### config.mk
export PLATFORM = sky130hd
export DESIGN_NAME = tccs_useq
export DESIGN_NICKNAME = d
export VERILOG_FILES = /design/src/rtl/tccs_pkg.sv /design/src/rtl/tccs_useq.sv
export SDC_FILE = /design/constraint.sdc
export NUM_CORES = 1
export LEC_CHECK = 0
export BUFFER_PORTS_ARGS = -buffer_cell sky130_fd_sc_hd__buf_4
export CELL_PAD_IN_SITES_DETAIL_PLACEMENT = 0
export CELL_PAD_IN_SITES_GLOBAL_PLACEMENT = 1
export CORE_MARGIN = 1.5
export CORE_UTILIZATION = 43
export DETAILED_ROUTE_END_ITERATION = 8
export PLACE_DENSITY_LB_ADDON = 0.1
export SLEW_MARGIN = 15
export SYNTH_ARGS = -nofsm -noshare
export SYNTH_HDL_FRONTEND = slang
export SYNTH_SLANG_ARGS = --single-unit
### constraint.sdc
create_clock -name clk_i -period 4.4 [get_ports clk_i]
set_input_delay 0.44 -clock clk_i [delete_from_list [all_inputs] [get_ports clk_i]]
set_output_delay 0.44 -clock clk_i [all_outputs]
set_load 0.1 [all_outputs]
### src/rtl/tccs_pkg.sv
// types, constants and microcode program of the text console engine
`default_nettype none

package tccs_pkg;

  localparam int unsigned COLS_W = 8;
  localparam int unsigned ROWS_W = 7;
  localparam int unsigned CHAR_W = 8;
  localparam int unsigned IDX_W  = 13;
  localparam int unsigned POS_W  = 13;
  localparam int unsigned CELL_W = 16;
  localparam int unsigned UPC_W  = 5;

  localparam logic [COLS_W-1:0] COLUMNS_RESET = 8'd80;
  localparam logic [ROWS_W-1:0] ROWS_RESET    = 7'd25;

  // configuration register indexes
  localparam logic CFG_COLUMNS = 1'b0;
  localparam logic CFG_ROWS    = 1'b1;

  localparam logic [CELL_W-1:0] CHAR_ATTR  = 16'h0F00;
  localparam logic [CELL_W-1:0] BLANK_CELL = 16'h0020;
  localparam logic [CELL_W-1:0] CLEAR_CELL = 16'h0000;
  localparam logic [CHAR_W-1:0] CODE_LF    = 8'd10;
  localparam logic [CHAR_W-1:0] CODE_CR    = 8'd13;
  localparam logic [CHAR_W-1:0] CODE_BS    = 8'd8;

  typedef struct packed {
    logic              kind;
    logic [CHAR_W-1:0] char_code;
    logic [IDX_W-1:0]  cell_index;
  } in_item_t;

  typedef struct packed {
    logic [POS_W-1:0]  cursor_pos;
    logic              cursor_written;
    logic [CELL_W-1:0] cell_value;
  } out_item_t;

  typedef enum logic [3:0] {
    OP_NOP,
    OP_CLEAR,
    OP_FETCH,
    OP_MUL_POS,
    OP_MUL_SPAN,
    OP_PUT_CHAR,
    OP_NEWLINE,
    OP_COPY_RD,
    OP_COPY_WR,
    OP_FILL,
    OP_EMIT,
    OP_READ_CELL,
    OP_READ_VAL,
    OP_COL_ZERO,
    OP_COL_DEC
  } op_e;

  typedef enum logic [3:0] {
    C_NEVER,
    C_ALWAYS,
    C_CLR_BUSY,
    C_NO_INPUT,
    C_IS_READ,
    C_IS_LF,
    C_IS_CR,
    C_IS_BS,
    C_NO_WRAP,
    C_NO_SCROLL,
    C_COPY_DONE,
    C_FILL_BUSY,
    C_OUT_BUSY
  } cond_e;

  typedef struct packed {
    op_e              op;
    cond_e            cond;
    logic [UPC_W-1:0] target;
  } ucode_t;

  typedef struct packed {
    op_e op;
  } seq_ctrl_t;

  typedef struct packed {
    logic in_valid;
    logic is_read;
    logic is_lf;
    logic is_cr;
    logic is_bs;
    logic clr_busy;
    logic no_wrap;
    logic no_scroll;
    logic copy_done;
    logic fill_busy;
    logic out_busy;
  } seq_status_t;

  // program entry points
  localparam logic [UPC_W-1:0] ST_CLEAR     = 5'd0;
  localparam logic [UPC_W-1:0] ST_FETCH     = 5'd1;
  localparam logic [UPC_W-1:0] ST_DEC_READ  = 5'd2;
  localparam logic [UPC_W-1:0] ST_DEC_LF    = 5'd3;
  localparam logic [UPC_W-1:0] ST_DEC_CR    = 5'd4;
  localparam logic [UPC_W-1:0] ST_DEC_BS    = 5'd5;
  localparam logic [UPC_W-1:0] ST_PUT_ADDR  = 5'd6;
  localparam logic [UPC_W-1:0] ST_PUT_WRITE = 5'd7;
  localparam logic [UPC_W-1:0] ST_NEWLINE   = 5'd8;
  localparam logic [UPC_W-1:0] ST_SPAN      = 5'd9;
  localparam logic [UPC_W-1:0] ST_COPY_TEST = 5'd10;
  localparam logic [UPC_W-1:0] ST_COPY_RD   = 5'd11;
  localparam logic [UPC_W-1:0] ST_COPY_WR   = 5'd12;
  localparam logic [UPC_W-1:0] ST_FILL      = 5'd13;
  localparam logic [UPC_W-1:0] ST_POS       = 5'd14;
  localparam logic [UPC_W-1:0] ST_EMIT      = 5'd15;
  localparam logic [UPC_W-1:0] ST_RETURN    = 5'd16;
  localparam logic [UPC_W-1:0] ST_READ      = 5'd17;
  localparam logic [UPC_W-1:0] ST_READ_VAL  = 5'd18;
  localparam logic [UPC_W-1:0] ST_CR        = 5'd19;
  localparam logic [UPC_W-1:0] ST_BS        = 5'd20;

  function automatic ucode_t ucode_rom(input logic [UPC_W-1:0] step);
    ucode_t w;
    unique case (step)
      ST_CLEAR:     w = '{OP_CLEAR,     C_CLR_BUSY,  ST_CLEAR};
      ST_FETCH:     w = '{OP_FETCH,     C_NO_INPUT,  ST_FETCH};
      ST_DEC_READ:  w = '{OP_NOP,       C_IS_READ,   ST_READ};
      ST_DEC_LF:    w = '{OP_NOP,       C_IS_LF,     ST_NEWLINE};
      ST_DEC_CR:    w = '{OP_NOP,       C_IS_CR,     ST_CR};
      ST_DEC_BS:    w = '{OP_NOP,       C_IS_BS,     ST_BS};
      ST_PUT_ADDR:  w = '{OP_MUL_POS,   C_NEVER,     ST_CLEAR};
      ST_PUT_WRITE: w = '{OP_PUT_CHAR,  C_NO_WRAP,   ST_POS};
      ST_NEWLINE:   w = '{OP_NEWLINE,   C_NO_SCROLL, ST_POS};
      ST_SPAN:      w = '{OP_MUL_SPAN,  C_NEVER,     ST_CLEAR};
      ST_COPY_TEST: w = '{OP_NOP,       C_COPY_DONE, ST_FILL};
      ST_COPY_RD:   w = '{OP_COPY_RD,   C_NEVER,     ST_CLEAR};
      ST_COPY_WR:   w = '{OP_COPY_WR,   C_ALWAYS,    ST_COPY_TEST};
      ST_FILL:      w = '{OP_FILL,      C_FILL_BUSY, ST_FILL};
      ST_POS:       w = '{OP_MUL_POS,   C_NEVER,     ST_CLEAR};
      ST_EMIT:      w = '{OP_EMIT,      C_OUT_BUSY,  ST_EMIT};
      ST_RETURN:    w = '{OP_NOP,       C_ALWAYS,    ST_FETCH};
      ST_READ:      w = '{OP_READ_CELL, C_NEVER,     ST_CLEAR};
      ST_READ_VAL:  w = '{OP_READ_VAL,  C_ALWAYS,    ST_POS};
      ST_CR:        w = '{OP_COL_ZERO,  C_ALWAYS,    ST_POS};
      ST_BS:        w = '{OP_COL_DEC,   C_ALWAYS,    ST_POS};
      default:      w = '{OP_NOP,       C_ALWAYS,    ST_FETCH};
    endcase
    return w;
  endfunction

endpackage

`default_nettype wire

### src/rtl/tccs_useq.sv
// microcode sequencer: step counter, program rom and jump condition select
`default_nettype none

module tccs_useq (
  input  wire logic                  clk_i,
  input  wire logic                  rst_ni,
  input  wire tccs_pkg::seq_status_t status_i,
  output tccs_pkg::seq_ctrl_t        ctrl_o
);
  import tccs_pkg::*;

  logic [UPC_W-1:0] upc_q, upc_d;
  ucode_t           word;
  logic             take;

  assign word = ucode_rom(upc_q);

  always_comb begin
    unique case (word.cond)
      C_NEVER:     take = 1'b0;
      C_ALWAYS:    take = 1'b1;
      C_CLR_BUSY:  take = status_i.clr_busy;
      C_NO_INPUT:  take = !status_i.in_valid;
      C_IS_READ:   take = status_i.is_read;
      C_IS_LF:     take = status_i.is_lf;
      C_IS_CR:     take = status_i.is_cr;
      C_IS_BS:     take = status_i.is_bs;
      C_NO_WRAP:   take = status_i.no_wrap;
      C_NO_SCROLL: take = status_i.no_scroll;
      C_COPY_DONE: take = status_i.copy_done;
      C_FILL_BUSY: take = status_i.fill_busy;
      C_OUT_BUSY:  take = status_i.out_busy;
      default:     take = 1'b1;
    endcase
  end

  assign upc_d     = take ? word.target : upc_q + UPC_W'(1);
  assign ctrl_o.op = word.op;

  always_ff @(posedge clk_i or negedge rst_ni) begin
    if (!rst_ni) begin
      upc_q <= ST_CLEAR;
    end else begin
      upc_q <= upc_d;
    end
  end

endmodule

`default_nettype wire

==> flow_summary.ini, run 1 <==
[synth]
synth-xor-area-share = 0.00910
yosys_warnings = 0
synth_top_family_by_area = compound AO/OA/AOI/OAI gates
synth.avg_cell_area_sq_um = 7.52
ys_seq_area_frac = 0.130
synth_fa_ha_area_frac = 0.130
netlist_area_sq_um = 962
synth-simple-area-share = 0.202
ys_ff_latch = 5
synthCells = 128
synth_compound_area_frac = 0.299
synth_nets = 151
yosysUniqueCellTypes = 34
synth_mux_area_frac = 0.161

[cells_and_area]
fill_cells = 200
area_delta_synth_final_pct = 16.4
largest_reg_flops = 5
regMostFlops = upc_q
diodes = 0
multi_input_area_sq_um = 771
top_regs = upc_q (5)
nets = 166
drive_above_1_share = 0.190
ff_latch_area_sq_um = 125

[critical_path]
required_ns = 4.52
startpoint_type = register
arrival_ns = 3.18
worstSetupEndpointType = register
crit_type = register to register
critPathMaxFanout = 10

[route]
drc = 0
routed_wl_um = 2400
drtIter0Drc = 51
wire_per_inst_um = 14.2
vias = 997
dr.pass1.iters = 4
vias_per_cell = 5.90
drtAntennaViolNets = 0

[timing]
finalMaxSlewViolations = 0
tns_ns = 0
period_share = 0.694
clock_skew_ns = 0.00222
setup_viol = 0
max_freq_ghz = 0.328
worst_pin_slew_ns = 0.693
layout_min_cycle_time_ns = 3.05
hold_viol_final = 0
maxSlewHeadroom = 0.538
rsz0062_at_grt = no

[global_route]
grt_util_all_layers = 0.196
overflow = 0
grt_pass1_wl_um = 3930
antenna_found_initial = 0
grt_pass1_vias = 888
grt_max_degree = 26

[floorplan]
dieArea_sq_um = 2530
rows = 16
fp.dieW_um = 50.3
core_sq_um = 2040
start_util = 0.471
die_h_um = 50.3
ios = 17

[clock_network]
cts_buffers = 3
cts_tree = done
clock_sinks = 5
cts_root_buf = clkbuf_4
clk_pin_slew_ns = 0.04
clock_latency_ns = 0.24
htree_levels = 1
postCtsSetupRepairBufs = 0
max-clock-path-buffers = 2
post_cts_resize_count = 0

[placed_design]
port_buffers = 16
gp_congestion = 0.865
dp_hpwl_um = 1840

[outcome]
outcome = completed

[flow_run]
drv_cap = 0

[min_path]
hold_class = input pin to asynchronous set/reset pin
==> layout make-up <==
type / instances / area share
multi-input combinational: 108 / 0.688
sequential: 5 / 0.112
tap: 27 / 0.0302
clock buffer: 4 / 0.0235
inverter: 7 / 0.0235
timing repair buffer: 18 / 0.123
==> cell families (layout without fill, tap and decap cells) <==
logic type	after synthesis	count (layout)
compound gates	41	41
simple gates	41	41
mux	15	15
buf+inv	15	29
fa+ha+maj	10	10
flops	5	5
xor+xnor	1	1
==> cell usage after synthesis, drive strengths merged <==
library cell  instances  area [sq um]
xnor2                 1          8.76
o21ai                 8          40.0
o211a                 1          10.0
a211o                 1          8.76
dfrtp                 5           125
nand3                 1          10.0
inv                   7          26.3
o2111ai               1          8.76
ha                   10           125
clkbuf                2          7.51
mux2i                11           110
nor2                 11          41.3
a22o                  1          8.76
nor3                  3          15.0
a221oi                3          26.3
a311o                 2          20.0
a21o                  1          7.51
a21oi                13          65.1
and2                  1          6.26
nand2                14          52.6
a22oi                 1          7.51
o22ai                 3          18.8
nor2b                 7          43.8
a311oi                1          26.3
o221a                 1          11.3
or2                   1          6.26
o31ai                 1          7.51
nand2b                3          18.8
o2bb2ai               1          8.76
mux2                  4          45.0
a31oi                 2          12.5
buf                   6          32.5
==> worst max-delay path, stage by stage (launching register included) <==
cell and delay, ns:
dfrtp_1 0.53, ha_1 0.28, ha_1 0.36, nor2b_1 0.10, a22o_1 0.26, and2_1 0.19, a311o_1 0.36, a311oi_4 0.46
mux2_2 0.39
==> layer usage <==
layer	track usage	part of all wire
met1	0.272	0.47
met4	0.0901	0.0058
met3	0.0208	0.058
met2	0.303	0.46
met5	0	0
==> placed cells by master (no fill, tap or decap) <==
master         count
and2_1             1
a311oi_4           1
a22oi_1            1
mux2_2             4
a22o_1             1
dfrtp_1            5
mux2i_1           11
a311o_1            2
o2111ai_1          1
o221a_2            1
o21ai_0            8
a221oi_1           3
nand2b_1           3
inv_1              7
o211a_1            1
nand2_1           14
nor2b_1            7
nor2_1            11
o22ai_1            3
buf_4             17
o31ai_1            1
dlygate4sd3_1      1
o2bb2ai_1          1
a21o_1             1
clkbuf_1           1
xnor2_1            1
or2_0              1
clkbuf_4           3
ha_1              10
a211o_1            1
nand3_2            1
a21oi_1           13
nor3_1             3
a31oi_1            2
==> repair_timing <==
action | in CTS | in global routing
endpoints found under the hold margin | 5 | 0
hold buffers | 1 | 0
endpoints found under the setup margin | 0 | 0
==> stage by stage <==
stage | std cells | hold WS, ns | utilization | cell area, sq um | setup slack (ns)
2_1_floorplan | 128 | 0.144 | - | 962 | 0.754
3_3_place_gp | 164 | 0.243 | 0.531 | 1080 | 1.41
3_5_place_dp | 164 | 0.248 | 0.531 | 1080 | 1.37
4_1_cts | 169 | 0.531 | 0.548 | 1120 | 1.36
5_1_grt | 169 | 0.562 | 0.548 | 1120 | 1.16
6_report | 169 | 0.544 | 0.548 | 1120 | 1.35
==> path summary, 6_finish.rpt <==
check	from	slack, ns	endpoint	depth (start not counted)
worst max-delay path	upc_q[0]$_DFFE_PN0P_	1.35	upc_q[3]$_DFF_PN0_	8
worst min-delay path	rst_ni	0.54	upc_q[4]$_DFF_PN0_	2
worst max register to register	upc_q[0]$_DFFE_PN0P_	1.35	upc_q[3]$_DFF_PN0_	8
worst min register to register	upc_q[0]$_DFFE_PN0P_	0.71	upc_q[0]$_DFFE_PN0P_	1
max in group asynchronous	rst_ni	3.74	upc_q[0]$_DFFE_PN0P_	2
min in group clk_i	upc_q[0]$_DFFE_PN0P_	0.71	upc_q[0]$_DFFE_PN0P_	1
Power of run 1 is not shown: default switching activity piles up to over one toggle a cycle in this logic, so the estimate is an artifact.
==> run 2: changes to the inputs <==
--- a/config.mk
+++ b/config.mk
@@ -9,7 +9,7 @@
 export CELL_PAD_IN_SITES_DETAIL_PLACEMENT = 0
 export CELL_PAD_IN_SITES_GLOBAL_PLACEMENT = 1
 export CORE_MARGIN = 1.5
-export CORE_UTILIZATION = 43
+export CORE_UTILIZATION = 40
 export DETAILED_ROUTE_END_ITERATION = 8
 export PLACE_DENSITY_LB_ADDON = 0.1
 export SLEW_MARGIN = 15
==> constraint.sdc (replaced) <==
create_clock -name clk_i -period 2.84 [get_ports clk_i]
set_input_delay 0.284 -clock clk_i [delete_from_list [all_inputs] [get_ports clk_i]]
set_output_delay 0.284 -clock clk_i [all_outputs]
set_load 0.1 [all_outputs]
==> run 2 against run 1 <==
Highest routed layer is now met3. Critical path depth up 2. Critical endpoint unchanged. Via count rose by 7.2%. Clock skew about the same.
==> flow_summary.ini, run 2 (same netlist as run 1, synthesis figures left out) <==
[clock_network]
max-clock-path-buffers = 2
cts_tree = done
cts_root_buf = clkbuf_4
htree_levels = 1
cts_buffers = 3
clk_pin_slew_ns = 0.05
clock_sinks = 5
clock_latency_ns = 0.23

[floorplan]
rows = 17
die_h_um = 52.0
start_util = 0.431
dieArea_sq_um = 2710
core_sq_um = 2230
ios = 17
fp.dieW_um = 52.0

[cells_and_area]
drive_above_1_share = 0.304
top_regs = upc_q (5)
fin_area_sq_um = 1280
regMostFlops = upc_q
layout_common_cells = buf_4, nand2_1, a21oi_1
diodes = 0
layout_commonest_cell = buf_4
nets = 185
area_delta_synth_final_pct = 32.8
fill_cells = 212
largest_reg_flops = 5

[critical_path]
startpoint_type = register
r2r_start = upc_q[0]$_DFFE_PN0P_
crit_type = register to register
r2r-end = upc_q[3]$_DFF_PN0_
r2r.worst_path.cells = 10
crit_path_end = upc_q[3]$_DFF_PN0_
critPathMaxFanout = 10
arrival_ns = 2.83
worstSetupEndpointType = register
required_ns = 2.96
startpoint = upc_q[0]$_DFFE_PN0P_
rrSetupSlack_ns = 0.12

[global_route]
grt_util_all_layers = 0.209
grt_pass1_vias = 956
antenna_found_initial = 0
grt_max_degree = 14
overflow = 0
grt_pass1_wl_um = 4260

[placed_design]
placed_cell_area_sq_um = 1230
dp_hpwl_um = 2210
gp_congestion = 0.848
port_buffers = 16

[route]
drtAntennaViolNets = 0
routed_wl_um = 2740
drc = 0
dr.pass1.iters = 4
wire_per_inst_um = 14.5
vias_per_cell = 5.66
drtIter0Drc = 36
vias = 1069

[timing]
finalMaxSlewViolations = 0
clock_skew_ns = 0.00175
hold_viol_final = 0
maxSlewHeadroom = 0.730
rsz0062_at_grt = no
period_share = 0.956
layout_min_cycle_time_ns = 2.72
setup_viol = 0
max_freq_ghz = 0.368
tns_ns = 0
worst_pin_slew_ns = 0.405

[min_path]
hold_class = input pin to asynchronous set/reset pin

[outcome]
outcome = completed

[flow_run]
drv_cap = 0
==> run 2: timing repair <==
action,4_1_cts,5_1_grt
setup endpoints to repair,0,3
setup buffers,0,1
hold buffers,1,0
endpoints found under the hold margin,5,0
resized for setup,0,2
==> run 2: critical path, stage by stage (launching register included) <==
cell and delay, ns:
dfrtp_2 0.47, ha_1 0.24, ha_1 0.23, nor2b_1 0.16, a22o_1 0.21, and2_1 0.17, buf_4 0.13, nand2_1 0.06
o22ai_1 0.11, a311oi_4 0.44, mux2_2 0.38
==> run 2: worst min path at each step <==
stage               startpoint              endpoint  slack (ns)  depth (start not counted)
CTS                     rst_ni    upc_q[4]$_DFF_PN0_        0.38                          2
detailed placement      rst_ni    upc_q[4]$_DFF_PN0_        0.09                          1
global placement        rst_ni    upc_q[4]$_DFF_PN0_        0.08                          1
finish                  rst_ni    upc_q[1]$_DFF_PN0_        0.38                          2
global route            rst_ni    upc_q[4]$_DFF_PN0_        0.40                          2
floorplan               rst_ni  upc_q[0]$_DFFE_PN0P_       -0.01                          0
==> run 2: metrics by stage <==
step / hold WS [ns] / utilization / instances / worst slack, ns
2_1_floorplan: -0.0116 / - / 128 / 0.0367
3_3_place_gp: 0.0850 / 0.549 / 183 / 0.0852
3_5_place_dp: 0.0875 / 0.549 / 183 / 0.0191
4_1_cts: 0.383 / 0.565 / 188 / 0.0102
5_1_grt: 0.398 / 0.572 / 189 / 0.0134
6_report: 0.384 / 0.572 / 189 / 0.124
==> run 2: layer usage <==
layer  track usage  up-vias  routed length (um)
li1              -      531                   -
met1         0.257      512                1170
met2         0.403       26                1480
met3        0.0172        0                  88
met4        0.0132        0                   0
met5             0        -                   0
==> run 2: area by class of cell <==
class                           instances  area [sq um]  share of cell area
Clock buffer                            4          26.3              0.0206
Inverter                                7          26.3              0.0206
Multi-Input combinational cell        108           783               0.613
Sequential cell                         5           126              0.0989
Tap cell                               28          35.0              0.0274
Timing Repair Buffer                   37           280               0.219
Power of run 2 is left out for the same reason.
