### config.mk
export PLATFORM = sky130hd
export DESIGN_NAME = tccs_dpath
export DESIGN_NICKNAME = d
export VERILOG_FILES = /design/src/rtl/tccs_pkg.sv /design/src/rtl/tccs_dpath.sv
export SDC_FILE = /design/constraint.sdc
export NUM_CORES = 1
export LEC_CHECK = 0
export BUFFER_PORTS_ARGS = -buffer_cell sky130_fd_sc_hd__buf_2
export CAP_MARGIN = 25
export CORE_MARGIN = 1.5
export CORE_UTILIZATION = 60
export DETAILED_ROUTE_END_ITERATION = 8
export PLACE_DENSITY_LB_ADDON = 0.12
export SLEW_MARGIN = 25
export SYNTH_ARGS = -nofsm -noshare
export SYNTH_HDL_FRONTEND = slang
export SYNTH_SLANG_ARGS = --single-unit
### constraint.sdc
create_clock -name clk_i -period 18.96 [get_ports clk_i]
set_input_delay 2.844 -clock clk_i [delete_from_list [all_inputs] [get_ports clk_i]]
set_output_delay 2.844 -clock clk_i [all_outputs]
set_load 0.01 [all_outputs]
### src/rtl/tccs_pkg.sv
// types, constants and microcode program of the text console engine
`default_nettype none

package tccs_pkg;

  localparam int unsigned COLS_W = 8;
  localparam int unsigned ROWS_W = 7;
  localparam int unsigned CHAR_W = 8;
  localparam int unsigned IDX_W  = 13;
  localparam int unsigned POS_W  = 13;
  localparam int unsigned CELL_W = 16;
  localparam int unsigned UPC_W  = 5;

  localparam logic [COLS_W-1:0] COLUMNS_RESET = 8'd80;
  localparam logic [ROWS_W-1:0] ROWS_RESET    = 7'd25;

  // configuration register indexes
  localparam logic CFG_COLUMNS = 1'b0;
  localparam logic CFG_ROWS    = 1'b1;

  localparam logic [CELL_W-1:0] CHAR_ATTR  = 16'h0F00;
  localparam logic [CELL_W-1:0] BLANK_CELL = 16'h0020;
  localparam logic [CELL_W-1:0] CLEAR_CELL = 16'h0000;
  localparam logic [CHAR_W-1:0] CODE_LF    = 8'd10;
  localparam logic [CHAR_W-1:0] CODE_CR    = 8'd13;
  localparam logic [CHAR_W-1:0] CODE_BS    = 8'd8;

  typedef struct packed {
    logic              kind;
    logic [CHAR_W-1:0] char_code;
    logic [IDX_W-1:0]  cell_index;
  } in_item_t;

  typedef struct packed {
    logic [POS_W-1:0]  cursor_pos;
    logic              cursor_written;
    logic [CELL_W-1:0] cell_value;
  } out_item_t;

  typedef enum logic [3:0] {
    OP_NOP,
    OP_CLEAR,
    OP_FETCH,
    OP_MUL_POS,
    OP_MUL_SPAN,
    OP_PUT_CHAR,
    OP_NEWLINE,
    OP_COPY_RD,
    OP_COPY_WR,
    OP_FILL,
    OP_EMIT,
    OP_READ_CELL,
    OP_READ_VAL,
    OP_COL_ZERO,
    OP_COL_DEC
  } op_e;

  typedef enum logic [3:0] {
    C_NEVER,
    C_ALWAYS,
    C_CLR_BUSY,
    C_NO_INPUT,
    C_IS_READ,
    C_IS_LF,
    C_IS_CR,
    C_IS_BS,
    C_NO_WRAP,
    C_NO_SCROLL,
    C_COPY_DONE,
    C_FILL_BUSY,
    C_OUT_BUSY
  } cond_e;

  typedef struct packed {
    op_e              op;
    cond_e            cond;
    logic [UPC_W-1:0] target;
  } ucode_t;

  typedef struct packed {
    op_e op;
  } seq_ctrl_t;

  typedef struct packed {
    logic in_valid;
    logic is_read;
    logic is_lf;
    logic is_cr;
    logic is_bs;
    logic clr_busy;
    logic no_wrap;
    logic no_scroll;
    logic copy_done;
    logic fill_busy;
    logic out_busy;
  } seq_status_t;

  // program entry points
  localparam logic [UPC_W-1:0] ST_CLEAR     = 5'd0;
  localparam logic [UPC_W-1:0] ST_FETCH     = 5'd1;
  localparam logic [UPC_W-1:0] ST_DEC_READ  = 5'd2;
  localparam logic [UPC_W-1:0] ST_DEC_LF    = 5'd3;
  localparam logic [UPC_W-1:0] ST_DEC_CR    = 5'd4;
  localparam logic [UPC_W-1:0] ST_DEC_BS    = 5'd5;
  localparam logic [UPC_W-1:0] ST_PUT_ADDR  = 5'd6;
  localparam logic [UPC_W-1:0] ST_PUT_WRITE = 5'd7;
  localparam logic [UPC_W-1:0] ST_NEWLINE   = 5'd8;
  localparam logic [UPC_W-1:0] ST_SPAN      = 5'd9;
  localparam logic [UPC_W-1:0] ST_COPY_TEST = 5'd10;
  localparam logic [UPC_W-1:0] ST_COPY_RD   = 5'd11;
  localparam logic [UPC_W-1:0] ST_COPY_WR   = 5'd12;
  localparam logic [UPC_W-1:0] ST_FILL      = 5'd13;
  localparam logic [UPC_W-1:0] ST_POS       = 5'd14;
  localparam logic [UPC_W-1:0] ST_EMIT      = 5'd15;
  localparam logic [UPC_W-1:0] ST_RETURN    = 5'd16;
  localparam logic [UPC_W-1:0] ST_READ      = 5'd17;
  localparam logic [UPC_W-1:0] ST_READ_VAL  = 5'd18;
  localparam logic [UPC_W-1:0] ST_CR        = 5'd19;
  localparam logic [UPC_W-1:0] ST_BS        = 5'd20;

  function automatic ucode_t ucode_rom(input logic [UPC_W-1:0] step);
    ucode_t w;
    unique case (step)
      ST_CLEAR:     w = '{OP_CLEAR,     C_CLR_BUSY,  ST_CLEAR};
      ST_FETCH:     w = '{OP_FETCH,     C_NO_INPUT,  ST_FETCH};
      ST_DEC_READ:  w = '{OP_NOP,       C_IS_READ,   ST_READ};
      ST_DEC_LF:    w = '{OP_NOP,       C_IS_LF,     ST_NEWLINE};
      ST_DEC_CR:    w = '{OP_NOP,       C_IS_CR,     ST_CR};
      ST_DEC_BS:    w = '{OP_NOP,       C_IS_BS,     ST_BS};
      ST_PUT_ADDR:  w = '{OP_MUL_POS,   C_NEVER,     ST_CLEAR};
      ST_PUT_WRITE: w = '{OP_PUT_CHAR,  C_NO_WRAP,   ST_POS};
      ST_NEWLINE:   w = '{OP_NEWLINE,   C_NO_SCROLL, ST_POS};
      ST_SPAN:      w = '{OP_MUL_SPAN,  C_NEVER,     ST_CLEAR};
      ST_COPY_TEST: w = '{OP_NOP,       C_COPY_DONE, ST_FILL};
      ST_COPY_RD:   w = '{OP_COPY_RD,   C_NEVER,     ST_CLEAR};
      ST_COPY_WR:   w = '{OP_COPY_WR,   C_ALWAYS,    ST_COPY_TEST};
      ST_FILL:      w = '{OP_FILL,      C_FILL_BUSY, ST_FILL};
      ST_POS:       w = '{OP_MUL_POS,   C_NEVER,     ST_CLEAR};
      ST_EMIT:      w = '{OP_EMIT,      C_OUT_BUSY,  ST_EMIT};
      ST_RETURN:    w = '{OP_NOP,       C_ALWAYS,    ST_FETCH};
      ST_READ:      w = '{OP_READ_CELL, C_NEVER,     ST_CLEAR};
      ST_READ_VAL:  w = '{OP_READ_VAL,  C_ALWAYS,    ST_POS};
      ST_CR:        w = '{OP_COL_ZERO,  C_ALWAYS,    ST_POS};
      ST_BS:        w = '{OP_COL_DEC,   C_ALWAYS,    ST_POS};
      default:      w = '{OP_NOP,       C_ALWAYS,    ST_FETCH};
    endcase
    return w;
  endfunction

endpackage

`default_nettype wire

### src/rtl/tccs_dpath.sv
// datapath: config and cursor registers, shared multiplier, store access, result register
`default_nettype none

module tccs_dpath #(
  parameter int unsigned MAX_COLUMNS = 128,
  parameter int unsigned MAX_ROWS = 64,
  localparam int unsigned DEPTH = MAX_COLUMNS * MAX_ROWS,
  localparam int unsigned AW = (DEPTH > 1) ? $clog2(DEPTH) : 1
) (
  input  wire logic                        clk_i,
  input  wire logic                        rst_ni,
  input  wire logic                        cfg_we_i,
  input  wire logic                        cfg_idx_i,
  input  wire logic [tccs_pkg::COLS_W-1:0] cfg_wdata_i,
  input  wire logic                        in_valid_i,
  output logic                             in_stall_o,
  input  wire tccs_pkg::in_item_t          in_data_i,
  output logic                             out_valid_o,
  input  wire logic                        out_stall_i,
  output tccs_pkg::out_item_t              out_data_o,
  input  wire tccs_pkg::seq_ctrl_t         ctrl_i,
  output tccs_pkg::seq_status_t            status_o,
  output logic                             mem_we_o,
  output logic      [AW-1:0]               mem_waddr_o,
  output logic      [tccs_pkg::CELL_W-1:0] mem_wdata_o,
  output logic      [AW-1:0]               mem_raddr_o,
  input  wire logic [tccs_pkg::CELL_W-1:0] mem_rdata_i
);
  import tccs_pkg::*;

  localparam int unsigned CW  = (MAX_COLUMNS > 1) ? $clog2(MAX_COLUMNS) : 1;
  localparam int unsigned RW  = (MAX_ROWS > 1) ? $clog2(MAX_ROWS) : 1;
  localparam int unsigned NCW = $clog2(MAX_COLUMNS + 1);
  localparam int unsigned NRW = $clog2(MAX_ROWS + 1);
  localparam int unsigned PW  = AW + 1;

  logic [COLS_W-1:0] cols_q;
  logic [ROWS_W-1:0] rows_q;
  logic [CW-1:0]     col_q, col_d;
  logic [RW-1:0]     row_q, row_d;
  logic              kind_q, kind_d;
  logic [CHAR_W-1:0] char_q, char_d;
  logic [IDX_W-1:0]  idx_q, idx_d;
  logic              wr_q, wr_d;
  logic [CELL_W-1:0] val_q, val_d;
  logic [PW-1:0]     prod_q, prod_d;
  logic [PW-1:0]     i_q, i_d;
  logic [AW-1:0]     clr_q, clr_d;
  logic              ok_q, ok_d;
  logic              out_valid_q, out_valid_d;
  out_item_t         out_q, out_d;

  logic [NCW-1:0]    nc;
  logic [NRW-1:0]    nr;
  logic [NRW-1:0]    mul_a;
  logic [CW:0]       col_inc;
  logic [RW:0]       row_inc;
  logic [PW-1:0]     i_plus_nc;
  logic              out_busy;

  // out-of-range settings saturate into the legal span
  always_comb begin
    priority if (cols_q == '0) begin
      nc = NCW'(1);
    end else if (32'(cols_q) > MAX_COLUMNS) begin
      nc = NCW'(MAX_COLUMNS);
    end else begin
      nc = NCW'(cols_q);
    end
    priority if (rows_q == '0) begin
      nr = NRW'(1);
    end else if (32'(rows_q) > MAX_ROWS) begin
      nr = NRW'(MAX_ROWS);
    end else begin
      nr = NRW'(rows_q);
    end
  end

  assign col_inc   = (CW+1)'(col_q) + (CW+1)'(1);
  assign row_inc   = (RW+1)'(row_q) + (RW+1)'(1);
  assign i_plus_nc = i_q + PW'(nc);
  assign out_busy  = out_valid_q && out_stall_i;
  assign mul_a     = (ctrl_i.op == OP_MUL_SPAN) ? nr - NRW'(1) : NRW'(row_q);

  assign in_stall_o = (ctrl_i.op != OP_FETCH);

  // wrap and scroll are judged from the cursor before the step updates it
  always_comb begin
    status_o.in_valid  = in_valid_i;
    status_o.is_read   = kind_q;
    status_o.is_lf     = (char_q == CODE_LF);
    status_o.is_cr     = (char_q == CODE_CR);
    status_o.is_bs     = (char_q == CODE_BS);
    status_o.clr_busy  = (clr_q != AW'(DEPTH - 1));
    status_o.no_wrap   = !(32'(col_inc) >= 32'(nc));
    status_o.no_scroll = !(32'(row_inc) >= 32'(nr));
    status_o.copy_done = (i_q >= prod_q);
    status_o.fill_busy = ((i_q + PW'(1)) < (prod_q + PW'(nc)));
    status_o.out_busy  = out_busy;
  end

  always_comb begin
    col_d       = col_q;
    row_d       = row_q;
    kind_d      = kind_q;
    char_d      = char_q;
    idx_d       = idx_q;
    wr_d        = wr_q;
    val_d       = val_q;
    prod_d      = prod_q;
    i_d         = i_q;
    clr_d       = clr_q;
    ok_d        = ok_q;
    out_d       = out_q;
    out_valid_d = out_valid_q && out_stall_i;
    mem_we_o    = 1'b0;
    mem_waddr_o = AW'(i_q);
    mem_wdata_o = mem_rdata_i;
    mem_raddr_o = AW'(i_plus_nc);
    unique case (ctrl_i.op)
      OP_NOP: begin
      end
      OP_CLEAR: begin
        mem_we_o    = 1'b1;
        mem_waddr_o = clr_q;
        mem_wdata_o = CLEAR_CELL;
        clr_d       = clr_q + AW'(1);
      end
      OP_FETCH: begin
        kind_d = in_data_i.kind;
        char_d = in_data_i.char_code;
        idx_d  = in_data_i.cell_index;
        wr_d   = 1'b0;
        val_d  = '0;
      end
      OP_MUL_POS: begin
        prod_d = PW'(mul_a) * PW'(nc) + PW'(col_q);
      end
      OP_MUL_SPAN: begin
        prod_d = PW'(mul_a) * PW'(nc);
        i_d    = '0;
      end
      OP_PUT_CHAR: begin
        mem_we_o    = (prod_q < PW'(DEPTH));
        mem_waddr_o = AW'(prod_q);
        mem_wdata_o = CHAR_ATTR | CELL_W'(char_q);
        col_d       = CW'(col_inc);
        wr_d        = 1'b1;
      end
      OP_NEWLINE: begin
        col_d    = '0;
        wr_d     = 1'b1;
        row_d    = (32'(row_inc) >= 32'(nr)) ? RW'(nr - NRW'(1)) : RW'(row_inc);
      end
      OP_COPY_RD: begin
        ok_d = (i_plus_nc < PW'(DEPTH));
      end
      OP_COPY_WR: begin
        mem_we_o = ok_q;
        i_d      = i_q + PW'(1);
      end
      OP_FILL: begin
        mem_we_o    = (i_q < PW'(DEPTH));
        mem_wdata_o = BLANK_CELL;
        i_d         = i_q + PW'(1);
      end
      OP_EMIT: begin
        if (!out_busy) begin
          out_valid_d          = 1'b1;
          out_d.cursor_pos     = POS_W'(prod_q);
          out_d.cursor_written = wr_q;
          out_d.cell_value     = val_q;
        end
      end
      OP_READ_CELL: begin
        mem_raddr_o = AW'(idx_q);
        ok_d        = (32'(idx_q) < DEPTH);
      end
      OP_READ_VAL: begin
        val_d = ok_q ? mem_rdata_i : '0;
      end
      OP_COL_ZERO: begin
        col_d = '0;
        wr_d  = 1'b1;
      end
      OP_COL_DEC: begin
        if (col_q != '0) begin
          col_d = col_q - CW'(1);
          wr_d  = 1'b1;
        end
      end
      default: begin
      end
    endcase
  end

  always_ff @(posedge clk_i or negedge rst_ni) begin
    if (!rst_ni) begin
      cols_q      <= COLUMNS_RESET;
      rows_q      <= ROWS_RESET;
      col_q       <= '0;
      row_q       <= '0;
      clr_q       <= '0;
      out_valid_q <= 1'b0;
    end else begin
      if (cfg_we_i && (cfg_idx_i == CFG_COLUMNS)) begin
        cols_q <= cfg_wdata_i;
      end
      if (cfg_we_i && (cfg_idx_i == CFG_ROWS)) begin
        rows_q <= cfg_wdata_i[ROWS_W-1:0];
      end
      col_q       <= col_d;
      row_q       <= row_d;
      clr_q       <= clr_d;
      out_valid_q <= out_valid_d;
    end
  end

  always_ff @(posedge clk_i) begin
    kind_q   <= kind_d;
    char_q   <= char_d;
    idx_q    <= idx_d;
    wr_q     <= wr_d;
    val_q    <= val_d;
    prod_q   <= prod_d;
    i_q      <= i_d;
    ok_q     <= ok_d;
    out_q    <= out_d;
  end

  assign out_valid_o = out_valid_q;
  assign out_data_o  = out_q;

endmodule

`default_nettype wire

==> results.cfg <==
[synthesis]
ys_async_sr_fraction_pct = 30.0
synth_cell_type_count = 71
yosys-top-cells-count = nor2_1, ha_1, edfxtp_1
ys_seq_area_share_pct = 38.4
synth_area_leader_cell = edfxtp_1
synth.most_common_cell = nor2_1
synth_nets = 1231
synth_edf_count = 98
synth_ff_type = edfxtp_1
synth-seq-cells = 140
netlist_instances = 1041
synth.avg_cell_area_sq_um = 10.0
yosysTopAreaCellShare_pct = 28.3
ys_warn_count = 0
synthesis.area_sq_mm = 0.0104
ys_top_cells_by_area = edfxtp_1, ha_1, dfrtp_1

[place]
hpwl_um = 17900
io_buffers = 139
dpl-instance-area_sq_mm = 0.0113
routabilityCongestion = 0.904

[setup_path]
cp_slowest_cell = nor3_2
path_cells = buf_2 > nand2b_1 > nor3_2 > o21ai_1 > or2_2 > fa_1 > fa_1 > inv_1 > fa_1 > inv_1 > fa_1 > inv_1 > ha_1 > nand3_1 > o211ai_2 > o21ai_1 > or4b_4 > a22oi_4 > and3_4 > nand3_2 > xnor2_1
crit_family = adder cells
crit_path_frequent_cell = fa_1
arrival_ns = 9.48
critPathRequiredTime_ns = 19.15
cp_max_fo = 27
end_kind = flip-flop
slowest_delay_ns = 0.74
critPathBufInv = 4
cp-start-kind = input pin
path_class = in -> reg

[cts]
cts_tree = yes
cts_hold_buf = 0
postCtsSetupRepairBufs = 0
cts_num_sinks = 140
post_cts_resized = 0
clock_path_buffers = 2
clkTransAtPathRegs_ns = 0.07
htreeDepth = 4
cts_root_buf = clkbuf_16
clock_latency_ns = 0.44
cts_made_buffers = 17

[timing]
max_slew.worst_pin.slew_ns = 0.987
min_period_over_period_pct = 49.0
maxSlewHeadroom_pct = 34.1
period_needed_ns = 9.30
slew_viol_final = 0
finalSetupViolations = 0
hold_violations = 0
final.setup.tns_ns = 0
rsz0062_at_grt = no
fmax_mhz = 108
skew_ns = 0.0157

[run]
maxCapViolCount = 0

[outcome]
status = complete, no violations

[detailed_routing]
drtIter0Drc = 514
drt-pass1-iter-count = 5
vias_per_cell = 5.73
wl_per_cell_um = 16.9
vias = 8035
drc = 0
routed_wl_um = 23800
ant_nets = 0

[layout]
nNetsFinal = 1360
final_core_util_pct = 71.1
area_growth_pct = 14.4
antenna_cells = 0
drive_above_1_share_pct = 18.8
finish.instance_area_sq_mm = 0.0119

[grt]
grt_pass1_wl_um = 38500
grt-ovfl-total = 0
grt_max_degree = 43
antenna_found_initial = 0
grt_pass1_vias = 7888
grt_usage_pct = 27.4

[pwr]
max-vdd-ir-drop_uv = 82.5
powerDensity_mw_per_mm2 = 132
p_total_mw = 1.57
leakagePower_nw = 5.44

[die]
dieWidth_um = 135
coreArea_sq_mm = 0.0168
die_area_sq_mm = 0.0182
fp-row-count = 47
ioPinCount = 142
die_h_um = 135
start_util_pct = 62.1

[min_path]
hp-class = reg -> reg
-- final timing paths --
path                            from             to  slack [ns]  depth (start not counted)
setup reg to reg           rows_q[2]     prod_q[13]       11.57                         26
setup / recovery           ctrl_i[2]     prod_q[13]        9.66                         21
max in group asynchronous     rst_ni      cols_q[3]       16.14                          1
hold / removal              val_q[4]  out_data_o[4]        0.42                          0
hold reg to reg             val_q[4]  out_data_o[4]        0.42                          0
min in group asynchronous     rst_ni       clr_q[9]        2.40                          1
-- metrics by stage --
stage,std cells,setup WS (ns),hold slack [ns]
floorplan,1041,10.44,0.400
global placement,1371,9.49,0.401
detailed placement,1371,9.34,0.405
CTS,1403,9.75,0.420
global route,1403,9.28,0.428
finish,1403,9.66,0.417
-- power breakdown --
| part | internal [mW] | total, mW | switching [mW] |
|---|---|---|---|
| Clock | 0.201 | 0.351 | 0.150 |
| Sequential | 0.383 | 0.439 | 0.0557 |
| Combinational | 0.348 | 0.785 | 0.437 |
| Total | 0.932 | 1.57 | 0.642 |
-- worst reg2reg max path, stage by stage, from the launching register on --
cell,delay [ns]
dfrtp_1,0.43
or3_1,0.44
nor3_1,0.15
nor2_1,0.07
nor2_1,0.39
inv_1,0.10
ha_1,0.27
nor3b_1,0.16
o21ai_0,0.35
mux2i_1,0.31
nand2b_1,0.26
fa_1,0.47
fa_1,0.54
inv_1,0.05
fa_1,0.52
inv_1,0.05
fa_1,0.53
inv_1,0.04
ha_1,0.39
nand3_1,0.16
o211ai_2,0.12
o21ai_1,0.20
or4b_4,0.50
a22oi_4,0.20
and3_4,0.22
nand3_2,0.08
xnor2_1,0.14
-- cell usage in the layout, fill, tap and decap left out, types with 28 or more instances in the layout --
cell	count
a21oi_1	66
buf_2	138
dfrtp_1	37
edfxtp_1	98
fa_1	31
ha_1	103
inv_1	84
nand2_1	74
nor2_1	111
o21ai_0	29
xnor2_1	56
xor2_1	28
-- layer usage --
layer	vias up	share of wire, %	GRT usage [%]
met2	244	50	48.1
li1	3888	-	-
met3	42	5.0	5.11
met1	3861	43	33.8
met4	0	2.4	9.62
met5	-	0	0
-- layout make-up --
cell class	count	area (sq um)
multi-input combinational	784	5980
inverter	85	319
timing repair buffer	142	721
clock inverter	15	196
tap	220	275
sequential	140	4000
clock buffer	17	425
fill	1257	4840
-- registers in the layout, summed over array words and instances, names as in the netlist, 6 cells and up --
signal      count
row_q           6
char_q          8
i_q            14
out_data_o     30
rows_q          7
col_q           7
prod_q         14
clr_q          13
val_q          16
idx_q          13
cols_q          8
-- cells by family (layout without fill, tap and decap cells) --
family / count (synthesis) / count (layout) / share of synthesized area (%)
DFF: 140 / 140 / 38.4
buffers and inverters: 117 / 259 / 4.39
muxes: 36 / 36 / 3.66
adders and majority gates: 134 / 134 / 18.3
xor gates and xnor gates: 84 / 84 / 7.06
and+or+nand+nor: 344 / 344 / 16.4
AOI/OAI and AO/OA: 186 / 186 / 11.8
No activity file was read; power rests on OpenSTA's default activity.
